<file path="config.mk">
export PLATFORM = sky130hd
export DESIGN_NAME = typed_packet_framer
export DESIGN_NICKNAME = d
export VERILOG_FILES = /design/src/hw/rtl/tpf_pkg.sv /design/src/hw/rtl/tpf_decode.sv /design/src/hw/rtl/tpf_emit.sv /design/src/hw/rtl/typed_packet_framer.sv
export SDC_FILE = /design/constraint.sdc
export NUM_CORES = 1
export LEC_CHECK = 0
export BUFFER_PORTS_ARGS = -buffer_cell sky130_fd_sc_hd__buf_4
export CORE_MARGIN = 4
export CORE_UTILIZATION = 55
export CTS_CLUSTER_DIAMETER = 200
export CTS_CLUSTER_SIZE = 14
export DETAILED_ROUTE_END_ITERATION = 8
export PLACE_DENSITY = 0.76
export SYNTH_ARGS = -nofsm -noshare
export SYNTH_HDL_FRONTEND = slang
export SYNTH_HIERARCHICAL = 1
export SYNTH_SLANG_ARGS = --single-unit
</file>
<file path="constraint.sdc">
create_clock -name clk -period 6.45 [get_ports clk]
set_input_delay 0.645 -clock clk [delete_from_list [all_inputs] [get_ports clk]]
set_output_delay 0.645 -clock clk [all_outputs]
set_load 0.05 [all_outputs]
</file>
<file path="src/hw/rtl/tpf_pkg.sv">
// Shared types, constants and lookup functions for the typed packet framer.
package tpf_pkg;

  localparam int MAX_PACKET_BYTES = 256;

  // Payload byte count: element count shifted by up to three.
  localparam int NB_W  = 11;
  // Bytes still expected; holds up to MAX_PACKET_BYTES - 8.
  localparam int REM_W = $clog2(MAX_PACKET_BYTES - 7);

  localparam logic [3:0] TYPE_MAX = 4'd9;

  localparam logic [7:0] CHAR_K  = 8'h4B;
  localparam logic [7:0] CHAR_S  = 8'h53;
  localparam logic [7:0] CHAR_CR = 8'h0D;
  localparam logic [7:0] CHAR_LF = 8'h0A;

  typedef enum logic {
    KIND_BEGIN = 1'b0,
    KIND_DATA  = 1'b1
  } kind_t;

  typedef enum logic [1:0] {
    STATUS_OK     = 2'd0,
    STATUS_REFUSE = 2'd1,
    STATUS_ORPHAN = 2'd2
  } status_t;

  // Output bytes caused by one input item, first byte in bytes[0].
  typedef struct packed {
    logic [7:0][7:0] bytes;
    logic [2:0]      last_idx;
    logic            pkt_end;
    status_t         status;
  } burst_t;

  // High nibble of the info word for a type code.
  function automatic logic [3:0] type_nibble(input logic [3:0] code);
    logic [3:0] nib;
    unique case (code)
      4'd8:    nib = 4'hA;
      4'd9:    nib = 4'hB;
      default: nib = (code > TYPE_MAX) ? 4'h0 : code;
    endcase
    return nib;
  endfunction

  // log2 of the element size for a type code.
  function automatic logic [1:0] size_shift(input logic [3:0] code);
    logic [1:0] sh;
    unique case (code)
      4'd8:    sh = 2'd2;
      4'd9:    sh = 2'd3;
      default: sh = code[1:0];
    endcase
    return sh;
  endfunction

endpackage

</file>
<file path="src/hw/rtl/tpf_decode.sv">
// Item decode, framer state and the pending burst register.
module tpf_decode
  import tpf_pkg::*;
(
  input  logic        clk,
  input  logic        rst,
  input  logic        in_valid,
  output logic        in_ready,
  input  kind_t       kind,
  input  logic [7:0]  element_count,
  input  logic [3:0]  data_type,
  input  logic [7:0]  payload_byte,
  input  logic        take,
  output logic        pend_valid,
  output burst_t      pend
);

  logic [15:0]      sequence_count;
  logic [15:0]      sequence_count_next;
  logic [REM_W-1:0] bytes_remaining;
  logic [REM_W-1:0] bytes_remaining_next;
  logic             packet_open;
  logic             packet_open_next;
  logic             accept;
  burst_t           burst;
  logic [NB_W-1:0]  nbytes;
  logic             type_ok;
  logic             oversize;
  logic [15:0]      info;

  assign in_ready = !pend_valid || take;
  assign accept   = in_valid && in_ready;

  assign type_ok  = data_type <= TYPE_MAX;
  assign nbytes   = NB_W'(element_count) << size_shift(data_type);
  assign oversize = 32'(nbytes) > 32'(MAX_PACKET_BYTES - 8);
  assign info     = {type_nibble(data_type), 12'(nbytes)};

  always_comb begin
    burst                = '0;
    burst.status         = STATUS_OK;
    sequence_count_next  = sequence_count;
    bytes_remaining_next = bytes_remaining;
    packet_open_next     = packet_open;
    unique case (kind)
      KIND_BEGIN: begin
        if (!type_ok || oversize) begin
          burst.status = STATUS_REFUSE;
        end else begin
          sequence_count_next = sequence_count + 16'd1;
          burst.bytes[0] = CHAR_K;
          burst.bytes[1] = CHAR_S;
          burst.bytes[2] = info[7:0];
          burst.bytes[3] = info[15:8];
          if (nbytes == '0) begin
            // empty payload: trailer follows the header directly
            burst.bytes[4]       = sequence_count_next[7:0];
            burst.bytes[5]       = sequence_count_next[15:8];
            burst.bytes[6]       = CHAR_CR;
            burst.bytes[7]       = CHAR_LF;
            burst.last_idx       = 3'd7;
            burst.pkt_end        = 1'b1;
            packet_open_next     = 1'b0;
            bytes_remaining_next = '0;
          end else begin
            burst.last_idx       = 3'd3;
            packet_open_next     = 1'b1;
            bytes_remaining_next = REM_W'(nbytes);
          end
        end
      end
      KIND_DATA: begin
        if (!packet_open || bytes_remaining == '0) begin
          burst.status = STATUS_ORPHAN;
        end else begin
          bytes_remaining_next = bytes_remaining - REM_W'(1);
          burst.bytes[0]       = payload_byte;
          if (bytes_remaining_next == '0) begin
            burst.bytes[1]   = sequence_count[7:0];
            burst.bytes[2]   = sequence_count[15:8];
            burst.bytes[3]   = CHAR_CR;
            burst.bytes[4]   = CHAR_LF;
            burst.last_idx   = 3'd4;
            burst.pkt_end    = 1'b1;
            packet_open_next = 1'b0;
          end
        end
      end
      default: ;
    endcase
  end

  always_ff @(posedge clk) begin
    if (rst) begin
      sequence_count  <= '0;
      bytes_remaining <= '0;
      packet_open     <= 1'b0;
      pend_valid      <= 1'b0;
    end else begin
      if (accept) begin
        sequence_count  <= sequence_count_next;
        bytes_remaining <= bytes_remaining_next;
        packet_open     <= packet_open_next;
        pend_valid      <= 1'b1;
      end else if (take) begin
        pend_valid <= 1'b0;
      end
    end
  end

  always_ff @(posedge clk) begin
    if (accept) begin
      pend <= burst;
    end
  end

endmodule

</file>
<file path="src/hw/rtl/tpf_emit.sv">
// Output sequencer: plays out one burst a byte per transfer.
module tpf_emit
  import tpf_pkg::*;
(
  input  logic       clk,
  input  logic       rst,
  input  logic       pend_valid,
  input  burst_t     pend,
  output logic       take,
  output logic       out_valid,
  input  logic       out_ready,
  output logic [7:0] tx_byte,
  output logic       run_last,
  output logic       packet_end,
  output status_t    status
);

  burst_t     burst;
  logic [2:0] idx;
  logic       busy;
  logic       done;

  assign out_valid  = busy;
  assign run_last   = idx == burst.last_idx;
  assign tx_byte    = burst.bytes[idx];
  assign packet_end = burst.pkt_end && run_last;
  assign status     = burst.status;

  assign done = busy && out_ready && run_last;
  assign take = pend_valid && (!busy || done);

  always_ff @(posedge clk) begin
    if (rst) begin
      busy <= 1'b0;
      idx  <= '0;
    end else begin
      if (take) begin
        busy <= 1'b1;
        idx  <= '0;
      end else if (done) begin
        busy <= 1'b0;
      end else if (busy && out_ready) begin
        idx <= idx + 3'd1;
      end
    end
  end

  always_ff @(posedge clk) begin
    if (take) begin
      burst <= pend;
    end
  end

endmodule

</file>
<file path="src/hw/rtl/typed_packet_framer.sv">
// Top level of the typed packet framer.
// A begin transfer (tuser 0) opens a packet: it sends 'K', 'S' and the
// little-endian info word (type nibble OR payload byte count), then each data
// transfer (tuser 1) passes one payload byte, and the last one is followed by
// sequence low, sequence high, CR and LF. A bad type or oversize payload, and a
// data byte with no packet open, give one zero byte with an error status.
// Input and output are parted by a one-entry pending register, so an input can
// be taken while the previous burst is played out. Each input causes one output
// byte for a middle payload byte or an error, four for a header, five for the
// final payload byte with trailer and eight for an empty packet; the output
// port carries one byte per transfer.
module typed_packet_framer
  import tpf_pkg::*;
(
  input  logic        clk,
  input  logic        rst,
  input  logic        s_tvalid,
  output logic        s_tready,
  input  logic [23:0] s_tdata,  // element_count[7:0], data_type[11:8], payload_byte[19:12]
  input  logic [0:0]  s_tuser,  // kind[0]
  output logic        m_tvalid,
  input  logic        m_tready,
  output logic [7:0]  m_tdata,  // tx_byte[7:0]
  output logic        m_tlast,
  output logic [2:0]  m_tuser   // packet_end[0], status[2:1]
);

  logic    take;
  logic    pend_valid;
  burst_t  pend;
  status_t status;
  logic    packet_end;

  tpf_decode u_decode (
    .clk           (clk),
    .rst           (rst),
    .in_valid      (s_tvalid),
    .in_ready      (s_tready),
    .kind          (kind_t'(s_tuser[0])),
    .element_count (s_tdata[7:0]),
    .data_type     (s_tdata[11:8]),
    .payload_byte  (s_tdata[19:12]),
    .take          (take),
    .pend_valid    (pend_valid),
    .pend          (pend)
  );

  tpf_emit u_emit (
    .clk        (clk),
    .rst        (rst),
    .pend_valid (pend_valid),
    .pend       (pend),
    .take       (take),
    .out_valid  (m_tvalid),
    .out_ready  (m_tready),
    .tx_byte    (m_tdata),
    .run_last   (m_tlast),
    .packet_end (packet_end),
    .status     (status)
  );

  assign m_tuser = {status, packet_end};

endmodule
</file>
Yosys cells after proc, flatten, opt, wreduce, memory -nomap -nowiden
Index checks and enable logic that the tools add are counted.
- latch bits: 0
- memory bits (writable): 0
- output and inout bits: 14
- logic and storage cells: 99
- bits of input ports: 29
- ROM bits: 0
- memories kept: 0
- register bits after elaboration: 162
- $lt $le $gt $ge: 4
- reductions and logical operators: 25
- $mul: 0
- divide/modulo/power cells: 0
- bitwise logic cells: 4
- mux-type cells: 28
- $add $sub $neg: 3
- equal/unequal tests: 6
- shift operators: 1
- operators by type and width (kind ; number):
    $pmux 46 s2 ; 1
    $mux 44 ; 2
    $mux 28 ; 2
    $mux 8 ; 4
    $bmux 8 s3 ; 1
    $add 16x1->16 const B ; 1
    $logic_not 8->1 ; 2
    $pmux 8 s2 ; 1
    $gt 11x8->1 const B ; 1
    $logic_not 11->1 ; 1
    $shl 8x2->11 ; 1
    $mux 1 ; 10
    $eq 4x4->1 const B ; 2
    $mux 4 ; 2
    $pmux 4 s2 ; 1
    $sub 8x1->8 const B ; 1
    $reduce_and 3->1 ; 2
    $logic_and 1x1->1 ; 5
    $gt 4x4->1 const B ; 1
    $le 4x4->1 const B ; 1
    $logic_not 1->1 ; 4
    $logic_or 1x1->1 ; 4
    $lt 3x4->1 const B ; 1
    $ne 2x2->1 const B ; 2
    13 further kinds ; 18

Depth between registers and ports, before layout
- depth in word-level cells: 7
- gate-level depth with buffers: 11
- depth with buffers taken out: 10

Cells and area by module
Netlist, hierarchy kept.
- by module, submodules not included (module ; times used ; sequential area each (µm²) ; area an instance (µm²) ; cells each):
    tpf_decode ; 1 ; 2112.0 ; 4088.9 ; 377
    tpf_emit ; 1 ; 2182.1 ; 2912.8 ; 128
    typed_packet_framer ; 1 ; 0.0 ; 7.5 ; 1

Least setup slack after synthesis
Ideal clock, no wire load.
- kind: flip-flop to flip-flop
- start: register u_emit.idx[1]
- end: register u_decode.sequence_count[0]
- library setup time: 128 ps
- buffers on the path: 1
- slack: -528 ps
- period minus slack after synthesis: 6978 ps
- data required time: 6322 ps
- arrival: 6850 ps
- cell stages (with the launch flop): 12
- cells stage by stage: dfxtp_1 buf_4 xnor2_1 nand4_1 a21oi_1 nand2b_1 nand2_1 clkinv_1 nand2_1 nor3_1 xnor2_1 nor2_1
- cells in the longest elaborated chain, start to end: 7
- RTL lines (item ; RTL line ; RTL):
    from (decl) ; tpf_emit.sv:19 ; logic [2:0] idx;
    from (signal assigned) ; tpf_emit.sv:43 ; idx <= idx + 3'd1;
    $eq 3x3->1 ; tpf_emit.sv:24 ; assign run_last = idx == burst.last_idx;
    $logic_and 1x1->1 ; tpf_emit.sv:29 ; assign done = busy && out_ready && run_last;
    $logic_or 1x1->1 ; tpf_emit.sv:30 ; assign take = pend_valid && (!busy || done);
    $logic_and 1x1->1 ; tpf_emit.sv:30 ;
    named net take ; typed_packet_framer.sv:28 ; logic take;
    $logic_or 1x1->1 ; tpf_decode.sv:31 ; assign in_ready = !pend_valid || take;
    named net s_tready ; typed_packet_framer.sv:18 ; output logic s_tready,
    $logic_and 1x1->1 ; tpf_decode.sv:32 ; assign accept = in_valid && in_ready;
    named net u_decode.accept ; tpf_decode.sv:24 ; logic accept;
    $reduce_and 3->1 (no source line) ; -- ;
    to (signal assigned) ; tpf_decode.sv:101 ; sequence_count <= sequence_count_next;
    to (decl) ; tpf_decode.sv:18 ; logic [15:0] sequence_count;
The timed path passes the listed nets, and every way through them passes these cells.
A chain may end at the register's enable or synchronous reset.

Final worst setup path
- start: register u_emit.idx[0]
- end: register u_decode.bytes_remaining[5]
- cells in the longest elaborated chain, start to end: 7
- RTL lines (item ; RTL line ; RTL):
    $eq 3x3->1 ; tpf_emit.sv:24 ;
    $logic_and 1x1->1 ; tpf_emit.sv:29 ;
    $logic_or 1x1->1 ; tpf_emit.sv:30 ;
    $logic_and 1x1->1 ; tpf_emit.sv:30 ;
    named net take ; typed_packet_framer.sv:28 ;
    $logic_or 1x1->1 ; tpf_decode.sv:31 ;
    $logic_and 1x1->1 ; tpf_decode.sv:32 ;
    named net u_decode.accept ; tpf_decode.sv:24 ;
    $reduce_and 3->1 (no source line) ; -- ;
    to (signal assigned) ; tpf_decode.sv:102 ; bytes_remaining <= bytes_remaining_next;
    to (decl) ; tpf_decode.sv:20 ; logic [REM_W-1:0] bytes_remaining;
The timed path passes the listed nets, and every way through them passes these cells.

==> impl_metrics.json <==
{
  "outcome": "finished, final reports clean",
  "synth_top_area_share_pct": 52.70,
  "core_utilization_of_the_finished_layout_pct": 64.24,
  "ys_seq_area_share_pct": 61.26,
  "worst_pin_slew_ns": 1.109,
  "gpl.final_weighted_congestion": 0.8852,
  "critical_path.startpoint": "u_emit/idx[0]$_SDFFE_PP0P_",
  "most-common-layout-cells": "sky130_fd_sc_hd__edfxtp_1 (123), sky130_fd_sc_hd__buf_4 (40), sky130_fd_sc_hd__nor2_1 (35)",
  "number_of_distinct_library_cell_variants_in_the_gate_level_netlist_after_synthesis": 69,
  "swShare_pct": 21.34,
  "vias_per_cell": 5.764,
  "reg2reg_from": "u_emit/idx[0]$_SDFFE_PP0P_",
  "die-area_um2": 14610,
  "synth-async-reset-ratio_pct": 0,
  "synth.largest_area_cell": "sky130_fd_sc_hd__edfxtp_1",
  "mappedNetlistArea_um2": 7009,
  "r2r_end": "u_decode/bytes_remaining[5]$_SDFFE_PP0P_",
  "worstSetupStartpointType": "flip-flop",
  "cts_tree": "yes",
  "relSlewSlack_pct": 25.95,
  "placeable_core_region_um2": 12260,
  "synthesized_area_per_cell_um2": 13.85,
  "timing.final.hold_violations": 0,
  "synth.ff_latch_count": 153,
  "number_of_synthesized_flops_with_an_enable_pin": 123,
  "clock_tree.buffer_depth": 2,
  "crit_slowest_cell": "sky130_fd_sc_hd__dfxtp_1",
  "io_pins": 43,
  "antenna_violations_before_repair": 0,
  "power.combinational.fraction_pct": 7.8,
  "drt_pre_antenna_iters": 5,
  "setup.reg_to_reg.worst_slack_ns": 2.72,
  "pwr_density_cell_nw_per_um2": 294.2,
  "netlist_top_cells_area": "sky130_fd_sc_hd__edfxtp_1 (53%), sky130_fd_sc_hd__dfxtp_1 (8.6%), sky130_fd_sc_hd__mux4_1 (6.0%)",
  "max-cap-violations": 0,
  "final.setup.tns_ns": 0,
  "layout_commonest_cell": "sky130_fd_sc_hd__edfxtp_1",
  "critPathMaxFanout": 61,
  "grt_max_degree": 71,
  "cp_data_required_time_ns": 6.77,
  "number_of_nets_in_the_layout": 569,
  "io_buffers": 38,
  "antenna-diode-count": 0,
  "detail_route.wl_per_cell_um": 19.59,
  "worst_slack_at_placement_ns": 2.717,
  "setup_violations": 0,
  "timing.critical_path.slowest_cell_delay_ns": 1.05,
  "post_cts_resized": 0,
  "first_global_vias": 4076,
  "yosys_warnings": 6,
  "vdd.ir_drop.worst_mv": 0.2036,
  "fmax_mhz": 267.9,
  "postCtsHoldBufs": 0,
  "fraction_of_layout_instances_using_a_drive_strength_above_1_pct": 18.61,
  "ys.flop_type": "sky130_fd_sc_hd__edfxtp_1",
  "postRouteAntennaNets": 0,
  "h-tree-depth": 4,
  "critical_path.cell_chain": "xnor2_1, nand4_1, a21oi_4, nand2b_1, nand2_1, inv_2, buf_4, o21ai_2, o32ai_1",
  "worstSkewPairLatency_ns": 0.42,
  "worst_min_delay_path_category": "reg -> reg",
  "worstSetupEndpoint": "u_decode/bytes_remaining[5]$_SDFFE_PP0P_",
  "worstSetupEndpointType": "flip-flop",
  "tritoncts.num_buffers": 17,
  "root_buffer": "sky130_fd_sc_hd__clkbuf_16",
  "die_x_um": 120.9,
  "internal-power_mw": 1.823,
  "grt_setup_unrepaired": "no",
  "postPlaceCellArea_um2": 7282,
  "final.period_utilization_pct": 57.86,
  "p_seq_share_pct": 49.5,
  "vias": 4127,
  "std_cell_rows": 40,
  "critPathKind": "reg -> reg",
  "final.setup_skew_ns": 0.006082,
  "drt-initial-drc-count": 403,
  "pwr-share-clk_pct": 42.7,
  "layout-area-overhead-vs-synth_pct": 12.39,
  "route.final.wire_length_um": 14030,
  "r2r.worst_path.cells": 9,
  "switching_power_mw": 0.4946,
  "grt.total_usage_pct": 20.20,
  "chipHeight_um": 120.9,
  "period_minus_slack_ns": 3.732,
  "critical_path_arrival_ns": 4.05,
  "final_design_area_no_fill_um2": 7878,
  "detailedPlacementHpwl_um": 9360,
  "grt.overflow.total": 0,
  "wire_length_of_the_first_global_routing_pass_um": 22090,
  "clock_sinks": 153,
  "leakage_nw": 2.844,
  "post-cts-setup-buffers": 0,
  "floorplan.initialDensity_pct": 57.16,
  "clk_transition_reported_paths_ns": 0.06,
  "drt_drc_violations_left": 0,
  "post-route-worst-setup-slack_ns": 2.718,
  "netlist_instances": 506,
  "timing_max_transition_violations_final": 0
}
critical path: cells and delay by family (launching register included):
| kind | cells | cell delay (ns) |
|---|---|---|
| buf+inv | 2 | 0.72 |
| flops | 1 | 1.05 |
| simple gates | 3 | 0.78 |
| compound gates | 3 | 0.79 |
| xor+xnor | 1 | 0.28 |
cell usage after synthesis, types with 4 or more instances:
master and instances:
sky130_fd_sc_hd__and3_1 10, sky130_fd_sc_hd__mux2i_1 13, sky130_fd_sc_hd__nor3_1 5, sky130_fd_sc_hd__buf_4 23
sky130_fd_sc_hd__edfxtp_1 123, sky130_fd_sc_hd__o31ai_1 4, sky130_fd_sc_hd__xnor2_1 20, sky130_fd_sc_hd__clkbuf_1 5
sky130_fd_sc_hd__a21o_1 6, sky130_fd_sc_hd__nand4_1 4, sky130_fd_sc_hd__inv_1 8, sky130_fd_sc_hd__dfxtp_1 30
sky130_fd_sc_hd__xor2_1 6, sky130_fd_sc_hd__nor2_1 35, sky130_fd_sc_hd__o21ai_0 11, sky130_fd_sc_hd__buf_2 6
sky130_fd_sc_hd__nand2b_1 4, sky130_fd_sc_hd__a21oi_1 21, sky130_fd_sc_hd__and2_1 12, sky130_fd_sc_hd__nand3_1 10
sky130_fd_sc_hd__mux2_2 13, sky130_fd_sc_hd__nor4_1 5, sky130_fd_sc_hd__or3_1 8, sky130_fd_sc_hd__nor2b_1 6
sky130_fd_sc_hd__mux4_1 16, sky130_fd_sc_hd__buf_6 4, sky130_fd_sc_hd__a22o_1 6, sky130_fd_sc_hd__nand2_1 29
sky130_fd_sc_hd__ha_1 4
through the flow:
stage / hold slack (ns) / total power [mW] / instances
global route: 0.4149 / 2.392 / 716
floorplan: 0.4003 / 1.294 / 517
finish: 0.4157 / 2.318 / 716
detailed placement: 0.4045 / 1.347 / 685
global placement: 0.4028 / 1.337 / 685
CTS: 0.4179 / 2.334 / 716
metal layers:
metal	share of wire (%)	wire, um	GRT usage (%)
met1	43	6099	26.26
met2	49	6811	32.68
met3	5.1	714	4.476
met4	2.9	403	8.924
met5	0	0	0
power groups by stage:
| stage | Sequential, mW | Combinational (mW) | Clock (mW) |
|---|---|---|---|
| after global placement | 1.16 | 0.173 | 0 |
| after global routing | 1.15 | 0.193 | 1.05 |
| final | 1.15 | 0.180 | 0.990 |
| after CTS | 1.15 | 0.180 | 1.01 |
| after detailed placement | 1.17 | 0.179 | 0 |
| after floorplan | 1.16 | 0.135 | 0 |
registers in the layout, indices dropped and copies added (netlist names):
name and flops:
u_decode/bytes_remaining 8, u_decode/packet_open 1, u_decode/pend 53, u_decode/pend_valid 1, u_decode/sequence_count 16, u_emit/burst 68
u_emit/idx 3, u_emit/out_valid 1, u_emit/status 2
worst min-delay path by stage:
stage	from	to	slack, ns	depth (start not counted)
final	u_decode/pend[31]$_SDFFCE_PP0P_	u_emit/burst[31]$_DFFE_PP_	0.42	0
after global routing	u_decode/pend[31]$_SDFFCE_PP0P_	u_emit/burst[31]$_DFFE_PP_	0.41	0
after CTS	u_decode/pend[31]$_SDFFCE_PP0P_	u_emit/burst[31]$_DFFE_PP_	0.42	0
after detailed placement	u_decode/pend[31]$_SDFFCE_PP0P_	u_emit/burst[31]$_DFFE_PP_	0.40	0
after global placement	u_decode/pend[0]$_SDFFCE_PP0P_	u_emit/status[0]$_DFFE_PP_	0.40	0
after floorplan	u_decode/pend[10]$_SDFFCE_PP0P_	u_emit/burst[10]$_DFFE_PP_	0.40	0
final cells by class:
cell class / count / area, um^2
clock buffer: 22 / 474.2
clock inverter: 9 / 121.4
fill: 875 / 4384
inverter: 12 / 45.04
multi-input combinational: 312 / 2432
sequential: 153 / 4294
tap: 168 / 210.2
timing repair buffer: 40 / 300.3
cell families after synthesis:
| group | after synthesis | synth area share, % |
|---|---|---|
| DFF | 153 | 61.26 |
| other | 1 | 0.05350 |
| and+or+nand+nor | 148 | 11.46 |
| AOI/OAI and AO/OA | 78 | 8.051 |
| adders and majority gates | 4 | 0.7141 |
| buffers and inverters | 52 | 4.784 |
| xor gates and xnor gates | 26 | 3.249 |
| muxes | 44 | 10.42 |
(Power assumes the default switching activity.)
